## config.mk

```make
export PLATFORM = sky130hd
export DESIGN_NAME = zgfs_ctrl
export DESIGN_NICKNAME = d
export VERILOG_FILES = /design/src/sv/zgfs_pkg.sv /design/src/sv/zgfs_ctrl.sv
export SDC_FILE = /design/constraint.sdc
export NUM_CORES = 1
export LEC_CHECK = 0
export BUFFER_PORTS_ARGS = -buffer_cell sky130_fd_sc_hd__buf_2
export CORE_AREA = 8 8 45 47
export CTS_BUF_LIST = sky130_fd_sc_hd__clkbuf_4
export DETAILED_ROUTE_END_ITERATION = 10
export DIE_AREA = 0 0 53 55
export MAX_ROUTING_LAYER = met4
export PLACE_DENSITY_LB_ADDON = 0.3
export SLEW_MARGIN = 20
export SYNTH_ARGS = -nofsm -noshare
export SYNTH_HDL_FRONTEND = slang
export SYNTH_SLANG_ARGS = --single-unit
```

## constraint.sdc

```tcl
create_clock -name clk -period 4.6 [get_ports clk]
set_clock_uncertainty 0.2 [all_clocks]
set_input_delay 0.23 -clock clk [delete_from_list [all_inputs] [get_ports clk]]
set_output_delay 0.23 -clock clk [all_outputs]
set_load 0.05 [all_outputs]
```

## src/sv/zgfs_pkg.sv

```systemverilog
// ----------------------------------------------------------------------------
// zgfs_pkg
// Shared types, sizes and helpers for the gray frame store with depth buffer.
// ----------------------------------------------------------------------------
package zgfs_pkg;

    // frame store geometry
    localparam int MAX_WIDTH   = 256;
    localparam int MAX_HEIGHT  = 128;
    localparam int DEPTH_BITS  = 24;
    localparam int STORE_SIZE  = MAX_WIDTH * MAX_HEIGHT;
    localparam int ADDR_BITS   = $clog2(STORE_SIZE);
    localparam int CNT_BITS    = $clog2(STORE_SIZE + 1);
    localparam int WIDTH_BITS  = $clog2(MAX_WIDTH + 1);
    localparam int HEIGHT_BITS = $clog2(MAX_HEIGHT + 1);
    localparam int X_BITS      = $clog2(MAX_WIDTH);
    localparam int Y_BITS      = $clog2(MAX_HEIGHT);

    // farthest depth code
    localparam logic [DEPTH_BITS-1:0] DEPTH_FAR = '1;

    // field widths
    localparam int POS_BITS         = 16;
    localparam int PIXEL_DEPTH_BITS = 24;
    localparam int GRAY_BITS        = 8;
    localparam int CODE_BITS        = 8;

    // configuration registers
    localparam int CFG_WIDTH_BITS  = 9;
    localparam int CFG_HEIGHT_BITS = 8;
    localparam int CFG_DATA_BITS   = 9;
    localparam int CFG_INDEX_BITS  = 1;
    localparam logic [CFG_INDEX_BITS-1:0]  CFG_FRAME_WIDTH    = 1'd0;
    localparam logic [CFG_INDEX_BITS-1:0]  CFG_FRAME_HEIGHT   = 1'd1;
    localparam logic [CFG_WIDTH_BITS-1:0]  FRAME_WIDTH_RESET  = 9'd256;
    localparam logic [CFG_HEIGHT_BITS-1:0] FRAME_HEIGHT_RESET = 8'd128;

    // terminal gray ramp
    localparam int GRAY_CODE_BASE  = 232;
    localparam int GRAY_CODE_STEPS = 23;

    typedef enum logic [1:0] {
        MODE_WRITE     = 2'd0,
        MODE_CLR_GRAY  = 2'd1,
        MODE_CLR_DEPTH = 2'd2,
        MODE_READ      = 2'd3
    } zgfs_mode_t;

    typedef struct packed {
        zgfs_mode_t                   mode;
        logic signed [POS_BITS-1:0]   pos_x;
        logic signed [POS_BITS-1:0]   pos_y;
        logic [PIXEL_DEPTH_BITS-1:0]  pixel_depth;
        logic [GRAY_BITS-1:0]         gray_value;
    } zgfs_in_t;

    typedef struct packed {
        logic                 status;
        logic                 stored;
        logic [CODE_BITS-1:0] top_code;
        logic [CODE_BITS-1:0] bottom_code;
    } zgfs_out_t;

    // controller to datapath
    typedef struct packed {
        logic init_step;
        logic capture;
        logic calc_prod;
        logic calc_addr;
        logic sweep_start;
        logic sweep_step;
        logic rd_top;
        logic rd_bot;
        logic try_write;
        logic take_top;
        logic take_bot;
        logic load_result;
    } zgfs_cmd_t;

    // datapath to controller
    typedef struct packed {
        zgfs_mode_t mode;
        logic       range_ok;
        logic       sweep_done;
        logic       init_last;
    } zgfs_stat_t;

    // 232 + floor(v * 23 / 255); the divide by 255 is a shift with a
    // 1/256 correction, exact in this 16-bit arithmetic for products below 65280
    function automatic logic [CODE_BITS-1:0] gray_to_code(input logic [GRAY_BITS-1:0] v);
        logic [15:0] prod;
        logic [15:0] quot;
        prod = 16'(v) * 16'(GRAY_CODE_STEPS);
        quot = (prod + (prod >> 8) + 16'd1) >> 8;
        return CODE_BITS'(GRAY_CODE_BASE) + quot[CODE_BITS-1:0];
    endfunction

endpackage

```

## src/sv/zgfs_ctrl.sv

```systemverilog
// ----------------------------------------------------------------------------
// zgfs_ctrl
// Sequencer for the frame store: power-up clear, per-item operation steps
// and the output beat handshake.
// ----------------------------------------------------------------------------
module zgfs_ctrl
    import zgfs_pkg::*;
(
    input  logic       clk,
    input  logic       rst_n,
    input  logic       in_valid,
    output logic       in_stall,
    output logic       out_valid,
    input  logic       out_stall,
    input  zgfs_stat_t stat,
    output zgfs_cmd_t  cmd
);

    typedef enum logic [3:0] {
        S_INIT,
        S_IDLE,
        S_MUL,
        S_ADDR,
        S_FETCH,
        S_CHECK,
        S_BOTTOM,
        S_CLEAR,
        S_OUT
    } state_t;

    state_t state_reg;
    state_t state_next;
    logic   out_valid_reg;
    logic   out_valid_next;

    // input side only open while idle
    assign in_stall  = (state_reg != S_IDLE);
    assign out_valid = out_valid_reg;

    // next state and commands
    always_comb
    begin
        cmd        = '0;
        state_next = state_reg;
        case (state_reg)
            S_INIT:
            begin
                cmd.init_step = 1'b1;
                if (stat.init_last)
                begin
                    state_next = S_IDLE;
                end
            end
            S_IDLE:
            begin
                if (in_valid)
                begin
                    cmd.capture = 1'b1;
                    state_next  = S_MUL;
                end
            end
            S_MUL:
            begin
                cmd.calc_prod = 1'b1;
                state_next    = S_ADDR;
            end
            S_ADDR:
            begin
                if (stat.mode == MODE_CLR_GRAY || stat.mode == MODE_CLR_DEPTH)
                begin
                    cmd.sweep_start = 1'b1;
                    state_next      = S_CLEAR;
                end
                else if (stat.range_ok)
                begin
                    cmd.calc_addr = 1'b1;
                    state_next    = S_FETCH;
                end
                else
                begin
                    state_next = S_OUT;
                end
            end
            S_FETCH:
            begin
                cmd.rd_top = 1'b1;
                state_next = S_CHECK;
            end
            S_CHECK:
            begin
                if (stat.mode == MODE_WRITE)
                begin
                    cmd.try_write = 1'b1;
                    state_next    = S_OUT;
                end
                else
                begin
                    cmd.take_top = 1'b1;
                    cmd.rd_bot   = 1'b1;
                    state_next   = S_BOTTOM;
                end
            end
            S_BOTTOM:
            begin
                cmd.take_bot = 1'b1;
                state_next   = S_OUT;
            end
            S_CLEAR:
            begin
                if (stat.sweep_done)
                begin
                    state_next = S_OUT;
                end
                else
                begin
                    cmd.sweep_step = 1'b1;
                end
            end
            S_OUT:
            begin
                if (!out_valid_reg || !out_stall)
                begin
                    cmd.load_result = 1'b1;
                    state_next      = S_IDLE;
                end
            end
            default:
            begin
                state_next = S_INIT;
            end
        endcase
    end

    // output beat valid
    always_comb
    begin
        out_valid_next = out_valid_reg;
        if (cmd.load_result)
        begin
            out_valid_next = 1'b1;
        end
        else if (out_valid_reg && !out_stall)
        begin
            out_valid_next = 1'b0;
        end
    end

    // state and registered outputs
    always_ff @(posedge clk or negedge rst_n)
    begin
        if (!rst_n)
        begin
            state_reg     <= S_INIT;
            out_valid_reg <= 1'b0;
        end
        else
        begin
            state_reg     <= state_next;
            out_valid_reg <= out_valid_next;
        end
    end

endmodule

```

* After elaboration in Yosys (flattened, before gate mapping)
Cells that the tools add are included.
** Cells by class
- Add/subtract/negate cells :: 0
- Multipliers :: 0
- Div/mod/pow operators :: 0
- $lt $le $gt $ge :: 0
- Equality and inequality tests :: 15
- Shift-type cells :: 0
- Multiplexer cells :: 27
- Bitwise logic cells :: 0
- Reductions and logical operators :: 9
** Operators with widths (number)
- $pmux W4 S9 :: 1
- $mux W4 :: 7
- $mux W1 :: 17
- $eq A4 B3 Y1 const B :: 4
- $eq A4 B2 Y1 const B :: 2
- $ne A2 B2 Y1 const B :: 4
- $eq A4 B1 Y1 const B :: 1
- $eq A4 B4 Y1 const B :: 1
- $logic_not A4 Y1 :: 1
- $ne A4 B1 Y1 const B :: 1
- $reduce_and A4 Y1 :: 1
- $mux W3 :: 1
- $eq A2 B1 Y1 const B :: 1
- $eq A2 B2 Y1 const B :: 1
- $logic_not A1 Y1 :: 2
- $logic_not A2 Y1 :: 1
- $logic_or A1 B1 Y1 :: 2
- $mux W2 :: 1
- $reduce_bool A2 Y1 :: 1
- $logic_and A1 B1 Y1 :: 1
** Word-level totals
- Register bits after elaboration :: 5
- Bits in latches :: 0
- Bits in writable memories :: 0
- Memory bits (read-only) :: 0
- Bits of input ports :: 9
- Output and inout bits :: 14
- Word-level logic and storage cells :: 53
- Memories :: 0

* Logic depth before layout (Yosys ltp)
- Depth in word-level cells :: 5
- Depth in mapped cells :: 5
- Mapped depth without buffers :: 5

* Worst setup path before layout
OpenSTA, ideal clock, no wires.
- Path type :: reg-to-output
- Start :: register state_reg[1]
- End :: output cmd[4] (netlist name)
- Arrival time :: 2337 ps
- Required time :: 4170 ps
- Slack :: 1833 ps
- Cell stages (with the launch flop) :: 5
- Buffers on the path :: 2
- Path through :: dfrtp_1 -> buf_2 -> nor2b_1 -> nor3b_1 -> buf_4
** RTL lines
- start: declaration :: line zgfs_ctrl.sv:31 : state_t state_reg;
- start signal: assignment :: line zgfs_ctrl.sv:158 : state_reg <= state_next;
- end: declaration :: line zgfs_ctrl.sv:16 : output zgfs_cmd_t cmd

==> results.ini <==
[placement]
placed_area_sq_um = 608
numPortBuffers = 22
gp_congestion = 0.807
hpwl_um = 985

[setup_path]
r2r_end = state_reg[0]$_DFFE_PN0P_
critPathMaxStageDelay_ns = 0.57
cp.required_ns = 4.17
critPathCapture = cmd[0]
path_cells = and2b_4, nand2_1, a21oi_1, buf_2
arrival_ns = 1.62
crit_path_start = state_reg[2]$_DFFE_PN0P_
rr_worst_depth = 4
crit_fanout = 12
path_class = flip-flop to output pin
r2r-start = state_reg[2]$_DFFE_PN0P_
crit_slowest_cell = dfrtp_1
start_kind = flip-flop
critPathCaptureType = output pin
r2r_slack_ns = 2.76

[global_routing]
gr-total-overflow = 0
grt_antenna_before_repair = 0
grt_usage = 0.0973
grt_pass1_vias = 503
grt_pass1_wl_mm = 2.06
grt_max_degree = 14

[detailed_routing]
final_antenna_net_count = 0
drtIter0Drc = 6
route.detailed.drc = 0
vias = 508
routed_via_density = 5.03
wl_per_cell_um = 12.4
dr.pass1.iters = 4
routed_wirelength_mm = 1.25

[timing]
setup_violations = 0
finalHoldViolCount = 0
max_freq_mhz = 488
fin_crit_ns = 2.05
slew_violations = 0
rsz0062_at_grt = false
finalSetupTns_ns = 0
finalCritPeriodShare = 0.445
maxSlewHeadroom = 0.628
worstMarginPinSlew_ns = 0.558

[yosys]
synthCells = 64
ys_warn_count = 0
ys_seq_elements = 5
synth_area_sq_um = 532
seq_area_frac_synth = 0.235
synth_cell_types = 31
avgSynthCellArea_sq_um = 8.31
syn_nets = 74

[clock_network]
clockBufferDepth = 2
clock_latency_ns = 0.24
clock-root-buffer = clkbuf_4
postCtsSetupRepairBufs = 0
cts.clk_slew.worst_paths_ns = 0.04
cts_resized = 0
cts_sinks = 5
numCtsBuffers = 3
htreeDepth = 1
cts_tree = yes

[run]
cap_violations = 0

[finish]
mostFrequentLayoutCells = 22 x buf_2, 9 x nor2_1, 5 x nor3_1, 5 x nand2_1, 5 x dfrtp_1
diodes = 0
design_area_sq_um = 648
drive_above_1_share = 0.447
n_fill_cell = 139
syn2layout_area_growth_pct = 21.9
multi_input_area_sq_um = 342
final_common_cell = buf_2
seq_area_sq_um = 125
nets = 96
largest_reg_flops = 4

[floorplanning]
io_pins = 23
rows = 14
die_w_um = 53
die_area_sq_um = 2920
start_util = 0.384
die_h_um = 55
core_sq_um = 1380

[worst_hold_path]
hold_start = out_stall
hp-class = primary input to flip-flop

[pwr]
powerDensity_nw_per_um2 = 758
ir_worst_vdd_mv = 0.256
p_leak_nw = 0.347

[status]
outcome = completed

==> cell type report <==
cell class | count | share of cell area
multi-input combinational | 50 | 0.527
sequential | 5 | 0.193
timing repair buffer | 23 | 0.185
clock buffer | 4 | 0.0463
tap | 16 | 0.0309
inverter | 3 | 0.0174
==> worst max-delay path: cells and delay by family, from the launching register on <==
kind            cells  cell delay (ns)
buf+inv             1             0.27
flops               1             0.57
simple gates        2             0.42
compound gates      1             0.12
==> cells in the mapped netlist <==
cell type / n / area, sq um
nor3_4: 1 / 16.3
nand2_1: 5 / 18.8
and2b_4: 1 / 10.0
o21ai_1: 1 / 5.00
nor2_1: 9 / 33.8
nand2b_4: 1 / 13.8
or3_1: 1 / 6.26
buf_2: 1 / 5.00
nor3_1: 5 / 25.0
dfrtp_1: 5 / 125
and4b_2: 1 / 11.3
nand3b_2: 1 / 11.3
o21ai_0: 4 / 20.0
nor2b_1: 2 / 12.5
buf_4: 2 / 15.0
ha_1: 1 / 12.5
o21ai_2: 1 / 8.76
a31o_2: 1 / 8.76
nand2b_1: 1 / 6.26
mux2_4: 1 / 15.0
a21oi_1: 4 / 20.0
inv_1: 3 / 11.3
buf_6: 3 / 33.8
and3_2: 1 / 7.51
o32a_1: 1 / 10.0
nand3_1: 1 / 5.00
nor2_8: 1 / 20.0
nor4_1: 1 / 6.26
nand3_2: 1 / 10.0
nor3b_1: 2 / 15.0
nand4_2: 1 / 12.5
==> cell families (layout without fill, tap and decap cells) <==
group                      count (synthesis)  in the layout  share of synthesized area
and+or+nand+nor                           36             36                      0.454
AOI/OAI and AO/OA                         12             12                      0.136
buffers and inverters                      9             30                      0.122
DFF                                        5              5                      0.235
adders and majority gates                  1              1                     0.0235
muxes                                      1              1                     0.0282
==> metal layers <==
metal,track usage,share of wire
met5,-,0
met4,0.0905,0.021
met3,0.00802,0.0096
met2,0.156,0.52
met1,0.105,0.45
==> power by group <==
group	total (mW)	switching, mW	internal, mW
registers	0.123	0.0605	0.0624
logic	0.312	0.200	0.113
clock network	0.0558	0.0171	0.0386
total	0.491	0.278	0.214
==> repair_timing <==
item | CTS | global route
setup endpoints to repair | 0 | 0
hold buffers | 1 | 0
endpoints found under the hold margin | 5 | 0
==> how the worst min path moves through the flow <==
| stage | end | slack (ns) | cells past startpoint |
|---|---|---|---|
| 5_1_grt | out_valid$_DFFE_PN0P_ | 0.07 | 3 |
| 6_report | out_valid$_DFFE_PN0P_ | 0.05 | 3 |
| 2_1_floorplan | out_valid$_DFFE_PN0P_ | -0.27 | 0 |
| 3_5_place_dp | out_valid$_DFFE_PN0P_ | -0.16 | 1 |
| 3_3_place_gp | out_valid$_DFFE_PN0P_ | -0.15 | 1 |
| 4_1_cts | out_valid$_DFFE_PN0P_ | 0.04 | 3 |
==> metrics by stage <==
step / instances / utilization / total power, mW / setup WS [ns] / hold slack [ns]
2_1_floorplan: 64 / - / 0.404 / 1.83 / -0.266
3_3_place_gp: 96 / 0.439 / 0.438 / 2.77 / -0.155
3_5_place_dp: 96 / 0.439 / 0.439 / 2.77 / -0.155
4_1_cts: 101 / 0.468 / 0.497 / 2.55 / 0.0418
5_1_grt: 101 / 0.468 / 0.526 / 2.48 / 0.0734
6_report: 101 / 0.468 / 0.491 / 2.55 / 0.0490
Note: power is estimated with default switching activity, not from simulation.
